$ cat src/hdl/u16u8_pkg.sv
`timescale 1ns / 1ps
// Package for the UTF-16 to UTF-8 transcoder: job record, byte-run record,
// surrogate tags and the UTF-8 encode function. No dependencies.
package u16u8_pkg;

   // Upper six bits of a surrogate code unit
   localparam logic [5:0] HIGH_SURR_TAG = 6'b110110;
   localparam logic [5:0] LOW_SURR_TAG  = 6'b110111;

   // Code point range limits
   localparam logic [20:0] LIMIT_1BYTE = 21'h00080;
   localparam logic [20:0] LIMIT_2BYTE = 21'h00800;
   localparam logic [20:0] LIMIT_3BYTE = 21'h10000;

   // UTF-8 lead and continuation prefixes
   localparam logic [2:0] LEAD2_TAG = 3'b110;
   localparam logic [3:0] LEAD3_TAG = 4'b1110;
   localparam logic [4:0] LEAD4_TAG = 5'b11110;
   localparam logic [1:0] CONT_TAG  = 2'b10;

   localparam int QUEUE_DEPTH = 2;

   // Encoded code point: up to four bytes, b[0] goes first
   typedef struct packed {
      logic [3:0][7:0] b;
      logic [2:0]      n;
   } enc_type;

   // One item's worth of output bytes, handed from front to back
   typedef struct packed {
      logic [5:0][7:0] bytes;
      logic [2:0]      count;
      logic            str_end;
   } job_type;

   function automatic enc_type utf8_encode(input logic [20:0] cp);
      enc_type e;
      e = '0;
      if (cp < LIMIT_1BYTE) begin
         e.b[0] = cp[7:0];
         e.n    = 3'd1;
      end else if (cp < LIMIT_2BYTE) begin
         e.b[0] = {LEAD2_TAG, cp[10:6]};
         e.b[1] = {CONT_TAG, cp[5:0]};
         e.n    = 3'd2;
      end else if (cp < LIMIT_3BYTE) begin
         e.b[0] = {LEAD3_TAG, cp[15:12]};
         e.b[1] = {CONT_TAG, cp[11:6]};
         e.b[2] = {CONT_TAG, cp[5:0]};
         e.n    = 3'd3;
      end else begin
         e.b[0] = {LEAD4_TAG, cp[20:18]};
         e.b[1] = {CONT_TAG, cp[17:12]};
         e.b[2] = {CONT_TAG, cp[11:6]};
         e.b[3] = {CONT_TAG, cp[5:0]};
         e.n    = 3'd4;
      end
      return e;
   endfunction

endpackage

$ cat src/hdl/utf16_to_utf8_transcoder.sv
`timescale 1ns / 1ps
// UTF-16 to UTF-8 transcoder, top level. Depends on u16u8_pkg, u16u8_front,
// u16u8_queue and u16u8_back.
//
// Takes one UTF-16 code unit per item and delivers UTF-8 one byte per
// output item. A high surrogate is parked until the next unit: a following
// low surrogate makes a 4-byte sequence, anything else sends the parked
// surrogate out alone as 3 bytes before the new unit. Lone surrogates are
// encoded as 3 bytes, and a high surrogate flagged as string end is not
// parked. An item that only parks a surrogate produces no bytes. Each item
// yields 0 to 6 bytes; the back end emits one byte per cycle unless
// rsp_stall holds it, so the item rate follows each item's byte count (1 to
// 3 for BMP text). The front end accepts a new item every cycle while the
// 2-entry job queue has room, so input and output stall independently.
// rsp_run_last marks the last byte of an item, rsp_string_last the final
// byte of a string. A queued job's bytes pass through the output register.
module utf16_to_utf8_transcoder (
   input  logic        clock,
   input  logic        reset,
   input  logic        req_valid,
   output logic        req_stall,
   input  logic [15:0] req_code_unit,
   input  logic        req_string_end,
   output logic        rsp_valid,
   input  logic        rsp_stall,
   output logic [7:0]  rsp_out_byte,
   output logic        rsp_run_last,
   output logic        rsp_string_last
);
   import u16u8_pkg::*;

   logic    accept;
   logic    push, pop, full, nonempty;
   job_type new_job, head_job;

   // stall comes straight from the queue fill flag, not from rsp_stall
   assign req_stall = full;
   assign accept    = req_valid && !full;

   // classify and build the job
   u16u8_front front_i (
      .clock      (clock),
      .reset      (reset),
      .accept     (accept),
      .code_unit  (req_code_unit),
      .string_end (req_string_end),
      .push       (push),
      .job        (new_job)
   );

   // decouples input and output stalls
   u16u8_queue queue_i (
      .clock     (clock),
      .reset     (reset),
      .push      (push),
      .push_data (new_job),
      .pop       (pop),
      .full      (full),
      .nonempty  (nonempty),
      .head      (head_job)
   );

   // serialize bytes into the output register
   u16u8_back back_i (
      .clock           (clock),
      .reset           (reset),
      .job_valid       (nonempty),
      .job             (head_job),
      .pop             (pop),
      .rsp_valid       (rsp_valid),
      .rsp_stall       (rsp_stall),
      .rsp_out_byte    (rsp_out_byte),
      .rsp_run_last    (rsp_run_last),
      .rsp_string_last (rsp_string_last)
   );

endmodule

$ cat src/hdl/u16u8_front.sv
`timescale 1ns / 1ps
// Front end: classifies code units, holds a pending high surrogate and
// builds the byte job for each item. Depends on u16u8_pkg.
module u16u8_front (
   input  logic               clock,
   input  logic               reset,
   input  logic               accept,
   input  logic [15:0]        code_unit,
   input  logic               string_end,
   output logic               push,
   output u16u8_pkg::job_type job
);
   import u16u8_pkg::*;

   logic       held_valid_ff, held_valid_in;
   logic [9:0] held_bits_ff, held_bits_in;
   logic       is_high, is_low, hold_now;
   enc_type    enc_pair, enc_held, enc_cur;

   assign is_high  = (code_unit[15:10] == HIGH_SURR_TAG);
   assign is_low   = (code_unit[15:10] == LOW_SURR_TAG);
   assign hold_now = is_high && !string_end;

   assign enc_pair = utf8_encode(LIMIT_3BYTE + {1'b0, held_bits_ff, code_unit[9:0]});
   assign enc_held = utf8_encode({5'd0, HIGH_SURR_TAG, held_bits_ff});
   assign enc_cur  = utf8_encode({5'd0, code_unit});

   always_comb begin
      job           = '0;
      job.str_end   = string_end;
      held_valid_in = held_valid_ff;
      held_bits_in  = held_bits_ff;
      if (held_valid_ff && is_low) begin
         job.bytes[3:0] = enc_pair.b;
         job.count      = enc_pair.n;
      end else begin
         if (held_valid_ff) begin
            job.bytes[2:0] = enc_held.b[2:0];
            job.count      = 3'd3;
            if (!hold_now) begin
               job.bytes[5:3] = enc_cur.b[2:0];
               job.count      = 3'd3 + enc_cur.n;
            end
         end else if (!hold_now) begin
            job.bytes[3:0] = enc_cur.b;
            job.count      = enc_cur.n;
         end
      end
      if (accept) begin
         held_valid_in = hold_now && !(held_valid_ff && is_low);
         if (hold_now && !(held_valid_ff && is_low)) begin
            held_bits_in = code_unit[9:0];
         end
      end
   end

   // an item that only parks a high surrogate yields no job
   assign push = accept && (job.count != 3'd0);

   always_ff @(posedge clock) begin
      if (reset) begin
         held_valid_ff <= 1'b0;
         held_bits_ff  <= '0;
      end else begin
         held_valid_ff <= held_valid_in;
         held_bits_ff  <= held_bits_in;
      end
   end

endmodule

$ cat src/hdl/u16u8_queue.sv
`timescale 1ns / 1ps
// Short job queue between front and back end.
// Depends on u16u8_pkg.
module u16u8_queue (
   input  logic               clock,
   input  logic               reset,
   input  logic               push,
   input  u16u8_pkg::job_type push_data,
   input  logic               pop,
   output logic               full,
   output logic               nonempty,
   output u16u8_pkg::job_type head
);
   import u16u8_pkg::*;

   localparam int PtrW = $clog2(QUEUE_DEPTH);

   job_type           mem [QUEUE_DEPTH];
   logic [PtrW-1:0]   wr_ptr_ff, wr_ptr_in;
   logic [PtrW-1:0]   rd_ptr_ff, rd_ptr_in;
   logic [PtrW:0]     fill_ff, fill_in;

   assign full     = (fill_ff == (PtrW+1)'(QUEUE_DEPTH));
   assign nonempty = (fill_ff != '0);
   assign head     = mem[rd_ptr_ff];

   always_comb begin
      wr_ptr_in = wr_ptr_ff;
      rd_ptr_in = rd_ptr_ff;
      fill_in   = fill_ff;
      if (push) begin
         wr_ptr_in = (wr_ptr_ff == PtrW'(QUEUE_DEPTH-1)) ? '0 : wr_ptr_ff + 1'b1;
      end
      if (pop) begin
         rd_ptr_in = (rd_ptr_ff == PtrW'(QUEUE_DEPTH-1)) ? '0 : rd_ptr_ff + 1'b1;
      end
      if (push && !pop) begin
         fill_in = fill_ff + 1'b1;
      end else if (pop && !push) begin
         fill_in = fill_ff - 1'b1;
      end
   end

   always_ff @(posedge clock) begin
      if (push) begin
         mem[wr_ptr_ff] <= push_data;
      end
   end

   always_ff @(posedge clock) begin
      if (reset) begin
         wr_ptr_ff <= '0;
         rd_ptr_ff <= '0;
         fill_ff   <= '0;
      end else begin
         wr_ptr_ff <= wr_ptr_in;
         rd_ptr_ff <= rd_ptr_in;
         fill_ff   <= fill_in;
      end
   end

endmodule

$ cat src/hdl/u16u8_back.sv
`timescale 1ns / 1ps
// Back end: walks the head job into the output register one byte per cycle while not stalled.
// Depends on u16u8_pkg.
module u16u8_back (
   input  logic               clock,
   input  logic               reset,
   input  logic               job_valid,
   input  u16u8_pkg::job_type job,
   output logic               pop,
   output logic               rsp_valid,
   input  logic               rsp_stall,
   output logic [7:0]         rsp_out_byte,
   output logic               rsp_run_last,
   output logic               rsp_string_last
);
   import u16u8_pkg::*;

   logic [2:0] idx_ff, idx_in;
   logic       valid_ff, valid_in;
   logic [7:0] byte_ff, byte_in;
   logic       run_last_ff, run_last_in;
   logic       str_last_ff, str_last_in;
   logic       load, at_end;

   // output register free, or its byte leaves this cycle
   assign load   = !valid_ff || !rsp_stall;
   assign at_end = (idx_ff == job.count - 3'd1);
   assign pop    = load && job_valid && at_end;

   always_comb begin
      idx_in      = idx_ff;
      valid_in    = valid_ff;
      byte_in     = byte_ff;
      run_last_in = run_last_ff;
      str_last_in = str_last_ff;
      if (load) begin
         valid_in = job_valid;
         if (job_valid) begin
            byte_in     = job.bytes[idx_ff];
            run_last_in = at_end;
            str_last_in = at_end && job.str_end;
            idx_in      = at_end ? 3'd0 : idx_ff + 3'd1;
         end
      end
   end

   always_ff @(posedge clock) begin
      if (reset) begin
         idx_ff   <= '0;
         valid_ff <= 1'b0;
      end else begin
         idx_ff   <= idx_in;
         valid_ff <= valid_in;
      end
   end

   always_ff @(posedge clock) begin
      byte_ff     <= byte_in;
      run_last_ff <= run_last_in;
      str_last_ff <= str_last_in;
   end

   assign rsp_valid       = valid_ff;
   assign rsp_out_byte    = byte_ff;
   assign rsp_run_last    = run_last_ff;
   assign rsp_string_last = str_last_ff;

endmodule
$ cat config.mk
export PLATFORM = sky130hd
export DESIGN_NAME = utf16_to_utf8_transcoder
export DESIGN_NICKNAME = d
export VERILOG_FILES = /design/src/hdl/u16u8_pkg.sv /design/src/hdl/utf16_to_utf8_transcoder.sv /design/src/hdl/u16u8_front.sv /design/src/hdl/u16u8_queue.sv /design/src/hdl/u16u8_back.sv
export SDC_FILE = /design/constraint.sdc
export NUM_CORES = 1
export LEC_CHECK = 0
export ABC_CLOCK_PERIOD_IN_PS = 4300
export BUFFER_PORTS_ARGS = -buffer_cell sky130_fd_sc_hd__clkbuf_2
export CAP_MARGIN = 20
export CORE_MARGIN = 2
export CORE_UTILIZATION = 25
export CTS_CLUSTER_DIAMETER = 80
export DETAILED_ROUTE_END_ITERATION = 12
export GPL_ROUTABILITY_DRIVEN = 0
export GPL_TIMING_DRIVEN = 0
export PLACE_DENSITY = 0.41
export SLEW_MARGIN = 20
export SYNTH_ARGS = -nofsm -noshare
export SYNTH_HDL_FRONTEND = slang
export SYNTH_SLANG_ARGS = --single-unit
$ cat constraint.sdc
create_clock -name clock -period 4.3 [get_ports clock]
set_input_delay 0.215 -clock clock [delete_from_list [all_inputs] [get_ports clock]]
set_output_delay 0.215 -clock clock [all_outputs]
set_load 0.01 [all_outputs]
Word level (Yosys, flattened, before mapping)
Memories as Yosys holds them, arrays and structs flattened. A register that Yosys moved wholly into a read port is not among the register bits. Index checks and enable logic that the tools add are counted.

Reduce and logical (&&, ||, !) cells: 23. Mux-type cells: 30. Order comparisons: 6. Add/sub/neg operators: 8. Equal/unequal tests: 4.

Operator list (number): $mux W27 (3); $mux W35 (2); $mux W16 (4); $mux W24 (2); $mux W19 (2); $mux W25 (1); $bmux W8 S3 (1); $mux W8 (3); $mux W11 (2); $add A17 B20 Y21 const A (1); $lt A21 B12 Y1 const B (1); $lt A21 B17 Y1 const B (1); $lt A21 B8 Y1 const B (1); $lt A16 B12 Y1 const B (1); $lt A16 B8 Y1 const B (1); $eq A6 B6 Y1 const B (2); $logic_and A1 B1 Y1 (10); $logic_not A1 Y1 (7); $mux W1 (6); $mux W3 (2); $lt A3 B4 Y1 const B (1); $mux W2 (2); $reduce_and A2 Y1 (2); $reduce_bool A2 Y1 (2); other kinds (10) (11).

Memories kept: 1. Input bits: 21. Bits in registers: 29. Bits in writable memories: 104. Output and inout bits: 12.

Memories: queue_i.mem (words 2, width 52, rd ports 1, clocked after Yosys merged registers in 1, write ports 1, line u16u8_queue.sv:18) `job_type mem [QUEUE_DEPTH];`.

Depth between registers and ports, before layout
Depth in word-level cells: 15. Gate-level depth with buffers: 13.

By module
From an unflattened synthesis, not the netlist that was laid out.

Cells, all modules: 524. Area, all modules: 6797.8 µm².

Modules (own cells, without submodules): u16u8_queue (area an instance 3980.1 µm², cells each 184, instances 1, seq. area each 3223.1 µm²); u16u8_front (area an instance 1855.5 µm², cells each 264, instances 1, seq. area each 220.2 µm²); u16u8_back (area an instance 948.4 µm², cells each 75, instances 1, seq. area each 380.4 µm²); utf16_to_utf8_transcoder (area an instance 13.8 µm², cells each 1, instances 1, seq. area each 0.0 µm²).

Worst setup path after synthesis
OpenSTA, ideal clock, no wires.

Path type: flip-flop to flip-flop. From: reg front_i.held_valid_ff. To: mem queue_i.mem[0][0] in the netlist's numbering (enable). Setup slack: 0.736 ns. Buffers on the path: 1. Clock period less this slack: 3.564 ns. Required time: 3.841 ns. Cell stages (with the launch flop): 6. Setup time: 0.459 ns. Arrival time: 3.105 ns. Cell sequence: dfxtp_1 > inv_1 > clkbuf_1 > nand4_1 > nor2b_1 > nor2b_1.

Longest elaborated chain between the ends: 6.

RTL lines: start: declaration (line u16u8_front.sv:15) `logic held_valid_ff, held_valid_in;`; start signal: assignment (line u16u8_front.sv:65) `held_valid_ff <= held_valid_in;`; $mux W35 / $logic_and A1 B1 Y1 (equally long branches) (line u16u8_front.sv:37, u16u8_front.sv:33); $mux W35 * (line u16u8_front.sv:33) `if (held_valid_ff && is_low) begin`; $reduce_bool A3 Y1 * (line u16u8_front.sv:58) `assign push = accept && (job.count != 3'd0);`; $logic_and A1 B1 Y1 * (line u16u8_front.sv:58); via front_i.push (line u16u8_front.sv:10) `output logic push,`; $mux W1 * (line u16u8_queue.sv:45) `if (push) begin`; $mux W1 (not written as such) * (line u16u8_queue.sv:46) `mem[wr_ptr_ff] <= push_data;`; end: declaration (line u16u8_queue.sv:18).

The timed path passes the listed nets; every way through them passes the cells marked *.

==> flow_metrics.tcl <==
set metrics [dict create \
    status "complete, no violations" \
    grt.overflow.total 0 \
    yosysMostFrequentCell "edfxtp_1" \
    postCtsSetupBuffers 0 \
    worstPathArrival_ns 3.59 \
    synth_cell_types 59 \
    avgSynthCellArea_um2 12.4 \
    synth_nets 521 \
    worstHoldPathType "in2reg" \
    critPathMaxFanout 10 \
    drc 0 \
    cts_inserted_buffers 17 \
    root_buffer "clkbuf_16" \
    timing.final.crit_period_ns 3.24 \
    vias 4383 \
    dp.cells 844 \
    core_um2 24200 \
    wl_per_cell_um 20.7 \
    crit_buf_inv 3 \
    clock_sinks 126 \
    finalClockSkew_ns 0.0189 \
    post_cts_resized 0 \
    syn_area_um2 6140 \
    clk_latency_ns 0.43 \
    whs_ns 0.0355 \
    final_cells 876 \
    diodes 0 \
    viasPerCell 5.00 \
    die-width_um 161 \
    maxCapViolations 0 \
    worst_setup_path_start_kind "flip-flop" \
    synthDominantCellAreaShare 0.519 \
    crit_chain "buf_2 > buf_2 > mux2i_1 > ha_1 > xnor2_1 > xnor2_1 > nand3_1 > nor2_1 > inv_1 > ha_1 > or3_1 > a21oi_1" \
    synthCells 496 \
    cts_tree "built" \
    synth_common_cells "edfxtp_1 (106), nor2_1 (42), nand2_1 (39), a21oi_1 (33), o21ai_0 (28)" \
    drv_slew 0 \
    synth_area_leaders "edfxtp_1 (52%), mux4_2 (7.7%), dfxtp_1 (6.5%)" \
    dieHeight_um 161 \
    multi_input_area_um2 2330 \
    leakagePower_nw 2.46 \
    grt_max_degree 49 \
    max-vdd-ir-drop_mv 0.228 \
    drt_iter0_drc 407 \
    path_class "reg2reg" \
    dp_hpwl_mm 12.8 \
    path_delay_family "buffers and inverters" \
    post-route-period-util 0.753 \
    n_fill_cell 2461 \
    rsz0062_at_grt "false" \
    seq_area_frac_synth 0.584 \
    async_flop_share 0 \
    ctsLongestPathBuffers 2 \
    cts_hold_buf 0 \
    grtUsageTotal 0.144 \
    htreeDepth 4 \
    initial_utilization 0.254 \
    worstMarginPinSlew_ns 0.918 \
    regArea_um2 3580 \
    grt_pass1_wl_mm 27.2 \
    yosys.area.top_type "edfxtp_1" \
    die_area_um2 25800 \
    io_buffers 22 \
    syn2layout_area_growth_pct 19.5 \
    synth_edf_count 106 \
    slew_headroom 0.381 \
    cp.required_ns 4.65 \
    antenna_found_initial 0 \
    rows 57 \
    ys_warn_count 0 \
    first_pass_iters 5 \
    critPathMaxStageDelay_ns 0.41 \
    final-hold-violation-count 0 \
    ys_ff_latch 126 \
    critPathSlowestCell "buf_2" \
    final_util 0.303 \
    power_density_nw_per_um2 525 \
    postRouteAntennaNets 0 \
    fin_nets 564 \
    grt_pass1_vias 4262 \
    synth_ff_type "edfxtp_1" \
    end_kind "flip-flop" \
    path_clk_slew_ns 0.05 \
    fmax_ghz 0.309 \
    routed_wl_mm 18.2 \
    setup_viol 0 \
    drive_gt1_frac 0.190 \
    pin_count 33 \
]
## worst register-to-register path: stages, from the launching register on
cell and delay (ns):
dfxtp_1 0.35, buf_2 0.33, buf_2 0.41, mux2i_1 0.27, ha_1 0.18, xnor2_1 0.13
xnor2_1 0.13, nand3_1 0.20, nor2_1 0.19, inv_1 0.14, ha_1 0.34, or3_1 0.36
a21oi_1 0.14
## kinds of logic after synthesis
| logic type | after synthesis | share of synthesized area |
|---|---|---|
| AOI/OAI and AO/OA | 119 | 0.126 |
| buffers and inverters | 52 | 0.0381 |
| DFF | 126 | 0.584 |
| and+or+nand+nor | 145 | 0.121 |
| muxes | 40 | 0.108 |
| adders and majority gates | 4 | 0.00816 |
| xor gates and xnor gates | 10 | 0.0143 |
## routing by layer
metal	GRT usage	vias to the layer above	routed length, µm
li1	-	1975	-
met1	0.194	2205	8340
met2	0.225	182	8430
met3	0.0385	21	1060
met4	0.0524	0	345
met5	0	-	0
## flip-flops by register name, summed over array words and instances (netlist names), 2 cells and up, named ones only
register	flops
back_i.idx_ff	3
back_i.rsp_out_byte	8
front_i.held_bits_ff	10
queue_i.fill_ff	2
queue_i.mem	96
## path summary, 6_finish.rpt
| kind | start | endpoint | slack (ns) | cells after the start |
|---|---|---|---|---|
| worst max-delay path | flip-flop | queue_i.fill_ff[1]$_SDFFE_PP0P_ | 1.06 | 12 |
| worst max register to register | flip-flop | queue_i.fill_ff[1]$_SDFFE_PP0P_ | 1.06 | 12 |
| worst min-delay path | rsp_stall | back_i.rsp_valid$_SDFFE_PP0P_ | 0.04 | 3 |
| worst min register to register | back_i.rsp_valid$_SDFFE_PP0P_ | back_i.rsp_valid$_SDFFE_PP0P_ | 0.47 | 2 |
## area by class of cell
type | count | share of cell area
inverter | 12 | 0.00615
multi-input combinational | 318 | 0.318
buffer | 40 | 0.0258
sequential | 126 | 0.489
clock buffer | 20 | 0.0596
tap | 324 | 0.0553
timing repair buffer | 24 | 0.0215
clock inverter | 12 | 0.0251
## layout by cell type, fill, tap and decap left out, drive strengths merged, types with 5 or more instances in the layout
cell | netlist | routed
clkbuf | 24 | 66
and3 | 6 | 6
mux4 | 21 | 21
a221o | 6 | 6
and2 | 8 | 8
edfxtp | 106 | 106
a21oi | 33 | 33
nand2 | 39 | 39
o21a | 5 | 5
nor3 | 5 | 5
dfxtp | 20 | 20
o21ai | 29 | 29
o22ai | 11 | 11
inv | 12 | 15
nor2 | 43 | 43
mux2i | 17 | 17
xor2 | 6 | 6
o211ai | 5 | 5
nor2b | 6 | 6
nand3 | 14 | 14
buf | 16 | 18
a211o | 6 | 6
## power by group
part           switching [mW]  internal, mW  total [mW]
registers              0.0521          1.55        1.61
logic                   0.453         0.281       0.734
clock network           0.535         0.975        1.51
## per-stage QoR
stage / TNS (ns) / area [µm²] / total power [mW] / setup slack [ns]
after CTS: 0 / 7330 / 3.90 / 1.00
after global routing: 0 / 7330 / 4.03 / 0.773
final: 0 / 7330 / 3.85 / 1.06
after detailed placement: 0 / 6710 / 2.38 / 1.03
after floorplan: 0 / 6140 / 2.09 / 0.736
after global placement: -41.18 / 6650 / 2.35 / -0.863
(Power assumes the default switching activity.)
